$ cat config.mk
export PLATFORM = sky130hd
export DESIGN_NAME = word_prefix_emphasis_marker_unit_flat
export DESIGN_NICKNAME = d
export VERILOG_FILES = /design/src/hdl/wpem_pkg.sv /design/src/hdl/wpem_stream_if.sv /design/src/hdl/word_prefix_emphasis_marker_unit.sv /design/src/hdl/wpem_ctrl.sv /design/src/hdl/wpem_dpath.sv /design/src/flat_wrapper.sv
export SDC_FILE = /design/constraint.sdc
export NUM_CORES = 1
export LEC_CHECK = 0
export BUFFER_PORTS_ARGS = -buffer_cell sky130_fd_sc_hd__buf_2
export CAP_MARGIN = 5
export CORE_ASPECT_RATIO = 0.5
export CORE_MARGIN = 5
export CORE_UTILIZATION = 25
export CTS_BUF_LIST = sky130_fd_sc_hd__clkbuf_8
export CTS_CLUSTER_DIAMETER = 30
export DETAILED_ROUTE_END_ITERATION = 16
export PLACE_DENSITY_LB_ADDON = 0.08
export SETUP_SLACK_MARGIN = 0.5
export SYNTH_ARGS = -nofsm -noshare
export SYNTH_HDL_FRONTEND = slang
export SYNTH_HIERARCHICAL = 1
export SYNTH_SLANG_ARGS = --single-unit
$ cat constraint.sdc
create_clock -name clk -period 3.9 [get_ports clk]
set_input_delay 0.195 -clock clk [delete_from_list [all_inputs] [get_ports clk]]
set_output_delay 0.195 -clock clk [all_outputs]
set_load 0.05 [all_outputs]
$ cat src/hdl/wpem_pkg.sv
// ----------------------------------------------------------------------------
// wpem_pkg
// Types, constants and byte-class helpers shared by the word prefix
// emphasis marker modules.
// ----------------------------------------------------------------------------
`default_nettype none

package wpem_pkg;

    localparam int HOLD_DEPTH = 8;
    localparam int HOLD_AW    = $clog2(HOLD_DEPTH);
    // word length counter holds 0..HOLD_DEPTH
    localparam int LEN_W      = HOLD_AW + 1;
    localparam int FOCUS_W    = 3;

    localparam logic [7:0] APOSTROPHE = 8'h27;

    typedef struct packed {
        logic [7:0] text_byte;
        logic       line_end;
    } text_item_t;

    typedef struct packed {
        logic [7:0] out_byte;
        logic       emphasised;
        logic       segment_start;
        logic       last_of_line;
    } mark_item_t;

    typedef enum logic [1:0] {
        CLS_LINE_START,
        CLS_WORD,
        CLS_OTHER
    } byte_class_t;

    typedef enum logic {
        ST_IDLE,
        ST_EMIT
    } wpem_state_t;

    typedef struct packed {
        logic load;
        logic emit;
    } wpem_cmd_t;

    typedef struct packed {
        logic more;
        logic final_step;
        logic room;
    } wpem_status_t;

    function automatic logic is_alnum(input logic [7:0] c);
        return (c >= 8'h30 && c <= 8'h39) || (c >= 8'h41 && c <= 8'h5A) ||
               (c >= 8'h61 && c <= 8'h7A);
    endfunction

    function automatic logic is_word(input logic [7:0] c);
        return is_alnum(c) || (c == APOSTROPHE);
    endfunction

    // clamp((2n+4)/5, 1, 4) for n in 0..8
    function automatic logic [FOCUS_W-1:0] focus_len(input logic [LEN_W-1:0] n);
        logic [FOCUS_W-1:0] f;
        case (n)
            4'd0, 4'd1, 4'd2:       f = 3'd1;
            4'd3, 4'd4, 4'd5:       f = 3'd2;
            4'd6, 4'd7:             f = 3'd3;
            default:                f = 3'd4;
        endcase
        return f;
    endfunction

    // leading word bytes whose flags are known before the word ends
    function automatic logic [LEN_W-1:0] settled_count(input logic [LEN_W-1:0] n,
                                                        input logic a);
        logic [LEN_W-1:0] s;
        if (n >= LEN_W'(HOLD_DEPTH))
            s = n;
        else if (a && n >= LEN_W'(2))
            s = LEN_W'(focus_len(n));
        else
            s = '0;
        return s;
    endfunction

endpackage

`default_nettype wire

$ cat src/hdl/wpem_stream_if.sv
// ----------------------------------------------------------------------------
// wpem_stream_if
// Valid/ready stream channel carrying one payload struct per transaction.
// ----------------------------------------------------------------------------
`default_nettype none

interface wpem_stream_if #(
    parameter type payload_t = logic
);
    logic     valid;
    logic     ready;
    payload_t payload;

    modport source (output valid, output payload, input ready);
    modport sink   (input valid, input payload, output ready);
endinterface

`default_nettype wire

$ cat src/hdl/word_prefix_emphasis_marker_unit.sv
// ----------------------------------------------------------------------------
// word_prefix_emphasis_marker_unit
// Passes a text line through byte by byte, flagging emphasised word prefixes
// and segment starts.
// ----------------------------------------------------------------------------
// Usage:
//   text_ch carries one byte of a line per transaction, with line_end on the
//   final byte. mark_ch returns every byte in original order with its
//   emphasised, segment_start and last_of_line flags.
//   Word bytes are held in an 8-entry buffer until their flags are settled,
//   so one input byte gives zero to eight results.
//   Timing: a byte is taken while the sequencer is idle; its results then
//   leave one per cycle through the output register while it has room, the
//   sequencer returning ready with the last one. The output register drains
//   at one result per cycle while mark_ch is ready.
//   Output stall: while the output register is full and not taken, result
//   emission pauses and no new byte is accepted beyond the one in progress.
//   Reset: word state clears to line start, the output register empties;
//   the hold buffer needs no clearing.
// ----------------------------------------------------------------------------
`default_nettype none

module word_prefix_emphasis_marker_unit (
    input  wire logic   clk,
    input  wire logic   rst_n,
    wpem_stream_if.sink   text_ch,
    wpem_stream_if.source mark_ch
);

    wpem_pkg::wpem_cmd_t    cmd;
    wpem_pkg::wpem_status_t status;

    wpem_ctrl u_ctrl (
        .clk      (clk),
        .rst_n    (rst_n),
        .in_valid (text_ch.valid),
        .status   (status),
        .cmd      (cmd),
        .in_ready (text_ch.ready)
    );

    wpem_dpath u_dpath (
        .clk       (clk),
        .rst_n     (rst_n),
        .cmd       (cmd),
        .in_item   (text_ch.payload),
        .out_ready (mark_ch.ready),
        .status    (status),
        .out_valid (mark_ch.valid),
        .out_item  (mark_ch.payload)
    );

endmodule

`default_nettype wire

$ cat src/hdl/wpem_ctrl.sv
// ----------------------------------------------------------------------------
// wpem_ctrl
// Controller: takes one byte, then steps the datapath through its results.
// ----------------------------------------------------------------------------
`default_nettype none

module wpem_ctrl (
    input  wire logic                  clk,
    input  wire logic                  rst_n,
    input  wire logic                  in_valid,
    input  wire wpem_pkg::wpem_status_t status,
    output wpem_pkg::wpem_cmd_t        cmd,
    output logic                       in_ready
);

    wpem_pkg::wpem_state_t state_reg;
    wpem_pkg::wpem_state_t state_next;

    always_ff @(posedge clk or negedge rst_n)
    begin
        if (!rst_n)
        begin
            state_reg <= wpem_pkg::ST_IDLE;
        end
        else
        begin
            state_reg <= state_next;
        end
    end

    always_comb
    begin
        state_next = state_reg;
        case (state_reg)
            wpem_pkg::ST_IDLE:
            begin
                if (in_valid)
                    state_next = wpem_pkg::ST_EMIT;
            end
            wpem_pkg::ST_EMIT:
            begin
                // byte held back entirely, or its last result going out now
                if (!status.more)
                    state_next = wpem_pkg::ST_IDLE;
                else if (status.room && status.final_step)
                    state_next = wpem_pkg::ST_IDLE;
            end
            default:
            begin
                state_next = wpem_pkg::ST_IDLE;
            end
        endcase
    end

    always_comb
    begin
        in_ready = 1'b0;
        cmd      = '0;
        case (state_reg)
            wpem_pkg::ST_IDLE:
            begin
                in_ready = 1'b1;
                cmd.load = in_valid;
            end
            wpem_pkg::ST_EMIT:
            begin
                cmd.emit = status.more && status.room;
            end
            default:
            begin
                in_ready = 1'b0;
            end
        endcase
    end

endmodule

`default_nettype wire

$ cat src/hdl/wpem_dpath.sv
// ----------------------------------------------------------------------------
// wpem_dpath
// Datapath: word hold buffer, word state, release range and output register.
// ----------------------------------------------------------------------------
`default_nettype none

module wpem_dpath (
    input  wire logic                   clk,
    input  wire logic                   rst_n,
    input  wire wpem_pkg::wpem_cmd_t    cmd,
    input  wire wpem_pkg::text_item_t   in_item,
    input  wire logic                   out_ready,
    output wpem_pkg::wpem_status_t      status,
    output logic                        out_valid,
    output wpem_pkg::mark_item_t        out_item
);

    localparam int LW = wpem_pkg::LEN_W;
    localparam int FW = wpem_pkg::FOCUS_W;
    localparam int AW = wpem_pkg::HOLD_AW;

    logic [7:0] held_mem [wpem_pkg::HOLD_DEPTH];

    // word state
    logic [LW-1:0]          len_reg,    len_next;
    logic                   alnum_reg,  alnum_next;
    wpem_pkg::byte_class_t  prev_reg,   prev_next;

    // release plan for the current transaction
    logic [LW-1:0]          idx_reg,    idx_next;
    logic [LW-1:0]          to_reg,     to_next;
    logic [FW-1:0]          focus_reg,  focus_next;
    logic                   split_reg,  split_next;
    logic                   direct_reg, direct_next;
    logic                   dstart_reg, dstart_next;
    logic [7:0]             dbyte_reg,  dbyte_next;
    logic                   end_reg,    end_next;

    logic                   out_valid_reg, out_valid_next;
    logic [7:0]             out_byte_reg;
    logic                   emph_reg,      emph_next;
    logic                   sstart_reg,    sstart_next;
    logic                   last_reg,      last_next;

    logic                   hold_wr;
    logic                   word_c;
    logic                   alnum_c;
    logic                   full;
    logic [LW-1:0]          len_inc;
    logic                   alnum_upd;
    logic [LW-1:0]          judge_len;
    logic                   judge_alnum;
    logic                   from_held;
    logic [LW-1:0]          idx_inc;

    assign word_c    = wpem_pkg::is_word(in_item.text_byte);
    assign alnum_c   = wpem_pkg::is_alnum(in_item.text_byte);
    assign full      = (len_reg >= LW'(wpem_pkg::HOLD_DEPTH));
    assign len_inc   = len_reg + LW'(1);
    assign alnum_upd = alnum_reg | alnum_c;
    assign from_held = (idx_reg < to_reg);
    assign idx_inc   = idx_reg + LW'(1);

    assign status.more       = from_held || direct_reg;
    assign status.final_step = from_held ? ((idx_inc == to_reg) && !direct_reg) : direct_reg;
    assign status.room       = !out_valid_reg || out_ready;

    assign out_valid = out_valid_reg;
    assign out_item  = '{out_byte:      out_byte_reg,
                         emphasised:    emph_reg,
                         segment_start: sstart_reg,
                         last_of_line:  last_reg};

    // hold buffer, and the byte of the result being emitted
    always_ff @(posedge clk)
    begin
        if (hold_wr)
            held_mem[len_reg[AW-1:0]] <= in_item.text_byte;
        if (cmd.emit)
            out_byte_reg <= from_held ? held_mem[idx_reg[AW-1:0]] : dbyte_reg;
    end

    always_comb
    begin
        len_next       = len_reg;
        alnum_next     = alnum_reg;
        prev_next      = prev_reg;
        idx_next       = idx_reg;
        to_next        = to_reg;
        focus_next     = focus_reg;
        split_next     = split_reg;
        direct_next    = direct_reg;
        dstart_next    = dstart_reg;
        dbyte_next     = dbyte_reg;
        end_next       = end_reg;
        out_valid_next = out_valid_reg;
        emph_next      = emph_reg;
        sstart_next    = sstart_reg;
        last_next      = last_reg;
        hold_wr        = 1'b0;
        judge_len      = len_reg;
        judge_alnum    = alnum_reg;

        if (cmd.load)
        begin
            dbyte_next  = in_item.text_byte;
            end_next    = in_item.line_end;
            dstart_next = 1'b0;
            if (word_c && !full)
            begin
                hold_wr     = 1'b1;
                idx_next    = wpem_pkg::settled_count(len_reg, alnum_reg);
                to_next     = in_item.line_end ? len_inc
                                               : wpem_pkg::settled_count(len_inc, alnum_upd);
                judge_len   = len_inc;
                judge_alnum = alnum_upd;
                direct_next = 1'b0;
                len_next    = len_inc;
                alnum_next  = alnum_upd;
                prev_next   = wpem_pkg::CLS_WORD;
            end
            else if (word_c)
            begin
                // long word tail goes straight through, plain
                idx_next    = '0;
                to_next     = '0;
                direct_next = 1'b1;
                alnum_next  = alnum_upd;
                prev_next   = wpem_pkg::CLS_WORD;
            end
            else
            begin
                // word ended: release what is still held, then the byte itself
                if (len_reg != '0 && !full)
                begin
                    idx_next = wpem_pkg::settled_count(len_reg, alnum_reg);
                    to_next  = len_reg;
                end
                else
                begin
                    idx_next = '0;
                    to_next  = '0;
                end
                direct_next = 1'b1;
                dstart_next = (prev_reg != wpem_pkg::CLS_OTHER);
                len_next    = '0;
                alnum_next  = 1'b0;
                prev_next   = wpem_pkg::CLS_OTHER;
            end
            split_next = judge_alnum && (judge_len >= LW'(2));
            focus_next = split_next ? wpem_pkg::focus_len(judge_len) : '0;
            if (in_item.line_end)
            begin
                len_next   = '0;
                alnum_next = 1'b0;
                prev_next  = wpem_pkg::CLS_LINE_START;
            end
        end

        if (cmd.emit)
        begin
            out_valid_next = 1'b1;
            if (from_held)
            begin
                emph_next   = (idx_reg < LW'(focus_reg));
                sstart_next = (idx_reg == '0) ||
                              (split_reg && idx_reg == LW'(focus_reg));
                last_next   = end_reg && !direct_reg && (idx_inc == to_reg);
                idx_next    = idx_inc;
            end
            else
            begin
                emph_next   = 1'b0;
                sstart_next = dstart_reg;
                last_next   = end_reg;
                direct_next = 1'b0;
            end
        end
        else if (out_ready)
        begin
            out_valid_next = 1'b0;
        end
    end

    always_ff @(posedge clk or negedge rst_n)
    begin
        if (!rst_n)
        begin
            len_reg       <= '0;
            alnum_reg     <= 1'b0;
            prev_reg      <= wpem_pkg::CLS_LINE_START;
            idx_reg       <= '0;
            to_reg        <= '0;
            direct_reg    <= 1'b0;
            end_reg       <= 1'b0;
            out_valid_reg <= 1'b0;
        end
        else
        begin
            len_reg       <= len_next;
            alnum_reg     <= alnum_next;
            prev_reg      <= prev_next;
            idx_reg       <= idx_next;
            to_reg        <= to_next;
            direct_reg    <= direct_next;
            end_reg       <= end_next;
            out_valid_reg <= out_valid_next;
        end
    end

    always_ff @(posedge clk)
    begin
        focus_reg  <= focus_next;
        split_reg  <= split_next;
        dstart_reg <= dstart_next;
        dbyte_reg  <= dbyte_next;
        emph_reg   <= emph_next;
        sstart_reg <= sstart_next;
        last_reg   <= last_next;
    end

endmodule

`default_nettype wire
$ cat src/flat_wrapper.sv
// flat-port wrapper written by rule: the top's interface ports become plain ports
module word_prefix_emphasis_marker_unit_flat 
  (clk, rst_n, text_ch_valid, text_ch_payload, text_ch_ready, mark_ch_valid, mark_ch_payload, mark_ch_ready);
  wpem_stream_if text_ch_i ();
  wpem_stream_if mark_ch_i ();
  input  wire logic clk;
  input  wire logic rst_n;
  input wire logic [$bits(text_ch_i.valid)-1:0] text_ch_valid;
  input wire logic [$bits(text_ch_i.payload)-1:0] text_ch_payload;
  output wire logic [$bits(text_ch_i.ready)-1:0] text_ch_ready;
  output wire logic [$bits(mark_ch_i.valid)-1:0] mark_ch_valid;
  output wire logic [$bits(mark_ch_i.payload)-1:0] mark_ch_payload;
  input wire logic [$bits(mark_ch_i.ready)-1:0] mark_ch_ready;
  assign text_ch_i.valid = text_ch_valid;
  assign text_ch_i.payload = text_ch_payload;
  assign text_ch_ready = text_ch_i.ready;
  assign mark_ch_valid = mark_ch_i.valid;
  assign mark_ch_payload = mark_ch_i.payload;
  assign mark_ch_i.ready = mark_ch_ready;
  word_prefix_emphasis_marker_unit u_core (.clk(clk), .rst_n(rst_n), .text_ch(text_ch_i), .mark_ch(mark_ch_i));
endmodule
==> results of run 1 <==
==> worst max-delay path by stage <==
stage | startpoint | to | depth (start not counted)
4_1_cts | u_core/u_dpath/idx_reg[1] | u_core/u_dpath/idx_reg[2] | 12
6_report | u_core/u_dpath/idx_reg[1] | u_core/u_dpath/idx_reg[2] | 12
3_5_place_dp | u_core/u_dpath/idx_reg[1] | u_core/u_dpath/idx_reg[2] | 12
5_1_grt | u_core/u_dpath/idx_reg[1] | u_core/u_dpath/idx_reg[2] | 12
2_1_floorplan | u_core/u_dpath/idx_reg[1] | u_core/u_dpath/idx_reg[2] | 13
3_3_place_gp | u_core/u_dpath/idx_reg[1] | u_core/u_dpath/idx_reg[2] | 12
==> per-layer routing <==
layer	up-vias	global-route usage	wire, um
met5	-	0	0
met4	0	0.0222	27
met3	2	0.0145	65
met2	11	0.143	1330
met1	472	0.119	1490
li1	561	-	-
==> stage by stage <==
step,hold slack [ps],util,power [uW],std cells,setup WS (ps)
floorplan,-101,-,690,180,1320
global placement,153,0.283,761,250,1130
detailed placement,162,0.283,759,250,1080
CTS,244,0.295,921,255,1070
global route,269,0.295,998,255,805
finish,248,0.295,913,255,1040
==> cell type report <==
| class | count | area share |
|---|---|---|
| repair buffers | 8 | 0.0283 |
| flip-flops and latches | 18 | 0.286 |
| well taps | 73 | 0.0573 |
| inverters | 21 | 0.0495 |
| multi-input cells | 131 | 0.544 |
| clock buffers | 4 | 0.0346 |
==> layout by cell type (no fill, tap or decap), types with 2 or more instances in the layout <==
cell type and instances:
a22o_1 3, xnor2_1 4, a31oi_1 2, dfrtp_1 17, mux2_2 2, ha_1 11
conb_1 27, nand2_1 9, nor2b_1 4, nand2b_1 3, clkbuf_8 4, nand4_1 2
o22ai_1 2, a211oi_1 3, mux2i_1 2, nor2_1 12, nand3_1 4, o21ai_0 4
inv_1 21, a21oi_1 9, buf_2 7
==> power by group <==
part | switching, uW | internal, uW
Combinational | 275 | 176
Clock | 67.1 | 89.8
Sequential | 54.9 | 250
Total | 397 | 516
==> critical path: stages (launching register included) <==
cell and delay, ps:
dfrtp_1 430, ha_1 300, nor2b_1 120, o21ai_0 140, nand2b_1 100, a21oi_1 240
nor2_1 90, inv_1 70, and3_2 180, inv_1 70, a211oi_2 520, mux2_2 400
mux2i_1 120
==> run summary, run 1 <==
outcome = completed
Worst R2R Setup Slack = 1040 ps
footprint of the multi-input gates = 867 um^2
Hold Crit Start = mark_ch_ready
fill count = 573
H-tree depth = 1
initial antenna violation count = 0
WL per Instance = 11.4 um
port bufs = 7
FF-to-FF End = u_core/u_dpath/idx_reg[2]
DPL Wire Length = 2290 um
ant diodes = 0
Post-CTS Hold Fix Bufs = 1
1st-iter DRT viols = 55
sinks on the clock net = 18
R2R Path Start = u_core/u_dpath/idx_reg[1]
area post-placement = 1530 um^2
Rel. slew slack = 0.502
largest fanout on the critical path = 8
share of post-route cells with drive strength above 1 = 0.137
die area = 7130 um^2
Die Span Y = 62.3 um
CP arrival = 3040 ps
Post-Syn Instances = 154
# IOs = 8
Startpoint Class = flop
CTS-repair resized insts = 0
Max Buffers Root-to-Sink = 2
Hold Crit Depth = 3
hold endpoint = u_core/u_dpath/out_valid
Avg Vias per Cell = 4.10
endpoints failing setup = 0
number of global-route vias before repair = 1075
final hold viol count = 0
gr ovfl total = 0
final-stage net count = 199
Leak = 0.000694 uW
register cell area after layout = 455 um^2
routed wire length = 2910 um
clock slew at reported path FFs = 70 ps
Hold Crit Class = in2reg
Root Driver = clkbuf_8
post-layout minimum cycle time = 2860 ps
Via Count = 1046
FP Rows = 19
CP endpoint kind = flop
Max Clk Rate = 350 MHz
Netlist Area Pre-Place = 1370 um^2
VDD IR max = 266 uV
gr usage total = 0.0875
worst-case reg-to-reg path depth = 12
Die Width = 115 um
DRT Pass-1 Iters = 4
Antenna Nets Post-Route = 0
Required @ worst endpoint = 4080 ps
RSZ-0062 raised after global routing = no
largest net degree at the start of global routing = 18
first-pass GRT wire length = 5160 um
fin. max-slew vios = 0
Layout area overhead = 16.7%
PD cells = 573 nW/um^2
routability cong. = 0.780
Worst Tran Pin Value = 743 ps
setup_tns = 0 ps
CTS tree = yes
Worst-Skew Late Latency = 260 ps
max cap viols = 0
Core ar. = 5400 um^2
clk_skew = 8.21 ps
DRC errors left = 0
crit share post-route = 0.732
synth warn = 6
TritonCTS buffer count = 3
post-CTS repair timing setup buffer count = 0
starting density of the core = 0.253
Synth Area per Inst = 8.86 um^2
crit path kind = reg2reg
fin area = 1590 um^2
No activity file was read; power rests on OpenSTA's default activity.
==> inputs of run 2 (changes only) <==
- clock period: 3.9 -> 2.4 ns (I/O delays scaled with it)
==> run summary, run 2 (synthesis results as in run 1) <==
routed wire length = 3170 um (+8.9%)
Die Width = 115 um (unchanged)
Worst-Skew Late Latency = 260 ps (about the same)
Root Driver = clkbuf_8
CP arrival = 2470 ps (-570 ps)
final core utilization = 0.328 (+0.0327)
final hold viol count = 0 (unchanged)
FP Rows = 19 (unchanged)
# IOs = 8 (unchanged)
biggest cell delay along the critical path = 400 ps (-120 ps)
Max Buffers Root-to-Sink = 2 (unchanged)
fin. max-slew vios = 0 (unchanged)
endpoints failing setup = 0 (unchanged)
crit share post-route = 0.949 (+0.216)
CP top delay family = compound AO/OA/AOI/OAI gates
gr ovfl total = 0 (unchanged)
fin area = 1770 um^2 (+11%)
share of post-route cells with drive strength above 1 = 0.247 (+0.110)
Die Span Y = 62.3 um (unchanged)
DPL Wire Length = 2410 um (+5.4%)
crit path kind = reg2reg
CP max-delay cell = dfrtp_1
Core ar. = 5400 um^2 (unchanged)
clk_skew = 6.14 ps (-2.07 ps)
DRC errors left = 0 (unchanged)
crit path cell chain = ha_1, nor2b_1, o21ai_1, nand2b_1, a21oi_2, nor2_2, inv_1, and3_4, inv_4, a211oi_4, mux2_4, mux2i_1
Crit path buffers/inverters = 2 (unchanged)
gr usage total = 0.0967 (+0.00920)
VDD IR max = 555 uV (+110%)
DRT Pass-1 Iters = 4 (unchanged)
largest net degree at the start of global routing = 18 (unchanged)
1st-iter DRT viols = 57 (+3.6%)
outcome = completed
clock slew at reported path FFs = 80 ps (about the same)
number of global-route vias before repair = 1139 (+6.0%)
CTS tree = yes
H-tree depth = 1 (unchanged)
Hold Crit Class = in2reg
CP endpoint kind = flop
starting density of the core = 0.253 (unchanged)
area post-placement = 1590 um^2 (+3.9%)
Antenna Nets Post-Route = 0 (unchanged)
Leak = 0.000781 uW (+12%)
Layout area overhead = 29.6%
TritonCTS buffer count = 3 (unchanged)
port bufs = 7 (unchanged)
initial antenna violation count = 0 (unchanged)
die area = 7130 um^2 (unchanged)
max cap viols = 0 (unchanged)
RSZ-0062 raised after global routing = yes
setup_tns = 0 ps (unchanged)
Max Clk Rate = 439 MHz (+25%)
Startpoint Class = flop
post-layout minimum cycle time = 2280 ps (-579 ps)
WL per Instance = 11.7 um (+2.5%)
Avg Vias per Cell = 4.20 (+2.4%)
commonest non-fill, non-tap cell in the layout = conb_1
routability cong. = 0.767 (-1.7%)
most frequent cells in the layout = 27 x conb_1, 20 x inv_1, 17 x dfrtp_1
Via Count = 1138 (+8.8%)
PD cells = 1100 nW/um^2 (+93%)
final-stage net count = 215 (+8.0%)
Required @ worst endpoint = 2590 ps (-1490 ps)
ant diodes = 0 (unchanged)
first-pass GRT wire length = 5550 um (+7.5%)
sinks on the clock net = 18 (unchanged)
largest fanout on the critical path = 3 (-5)
## run 2: changes by cell type in the layout (fill, tap and decap cells not counted), sizes merged
cell	before	now
buf	7	23
## run 2: layout make-up
| class | instances | area, um^2 |
|---|---|---|
| Fill cell | 564 | 3630 |
| Multi-Input combinational cell | 131 | 917 |
| Sequential cell | 18 | 455 |
| Timing Repair Buffer | 24 | 169 |
| Tap cell | 73 | 91.3 |
| Inverter | 21 | 81.3 |
| Clock buffer | 4 | 55.1 |
## run 2: per-stage QoR
| stage | total power, uW | hold slack [ps] | instances | worst slack (ps) |
|---|---|---|---|---|
| 5_1_grt | 2130 | 182 | 271 | -30.3 |
| 3_3_place_gp | 1390 | 88.0 | 256 | 149 |
| 2_1_floorplan | 1160 | -176 | 180 | 6.51 |
| 6_report | 1950 | 166 | 271 | 123 |
| 3_5_place_dp | 1390 | 90.7 | 256 | 82.6 |
| 4_1_cts | 1880 | 165 | 268 | 135 |
## run 2: tightest hold or removal path, stage by stage
cell      delay, ps
buf_2            70
nand2b_1        140
nand2_1          60
## run 2: final timing paths
path	start	endpoint	slack, ps	cells after the start
worst max-delay path	u_core/u_dpath/idx_reg[1]	u_core/u_dpath/idx_reg[2]	120	12
worst min-delay path	mark_ch_ready	u_core/u_dpath/out_valid	170	3
worst max register to register	u_core/u_dpath/idx_reg[1]	u_core/u_dpath/idx_reg[2]	120	12
worst min register to register	u_core/u_dpath/end_reg	u_core/u_dpath/end_reg	530	1
max in group asynchronous	rst_n	u_core/u_dpath/idx_reg[0]	1770	2
min in group asynchronous	rst_n	u_core/u_ctrl/state_reg	320	2
## run 2: power breakdown
part           internal, uW  total [uW]  switching (uW)
sequential              406         480            73.7
clock                   146         260             114
combinational           624        1210             588
total                  1180        1950             776
## run 2: timing repair
item,in CTS,in global routing
endpoints found under the setup margin,7,8
hold endpoints to repair,17,0
hold buffers,1,0
buffers inserted,7,3
resized for setup,8,3
pin swaps,5,0
## run 2: layer usage
metal  part of all wire  track usage  wire length, um  up-vias
met4              0.015       0.0267               46        0
met3              0.019       0.0175               60        4
met5                  0            0                0        -
met1               0.49        0.124             1560      525
li1                   -            -                -      596
met2               0.47        0.166             1500       13
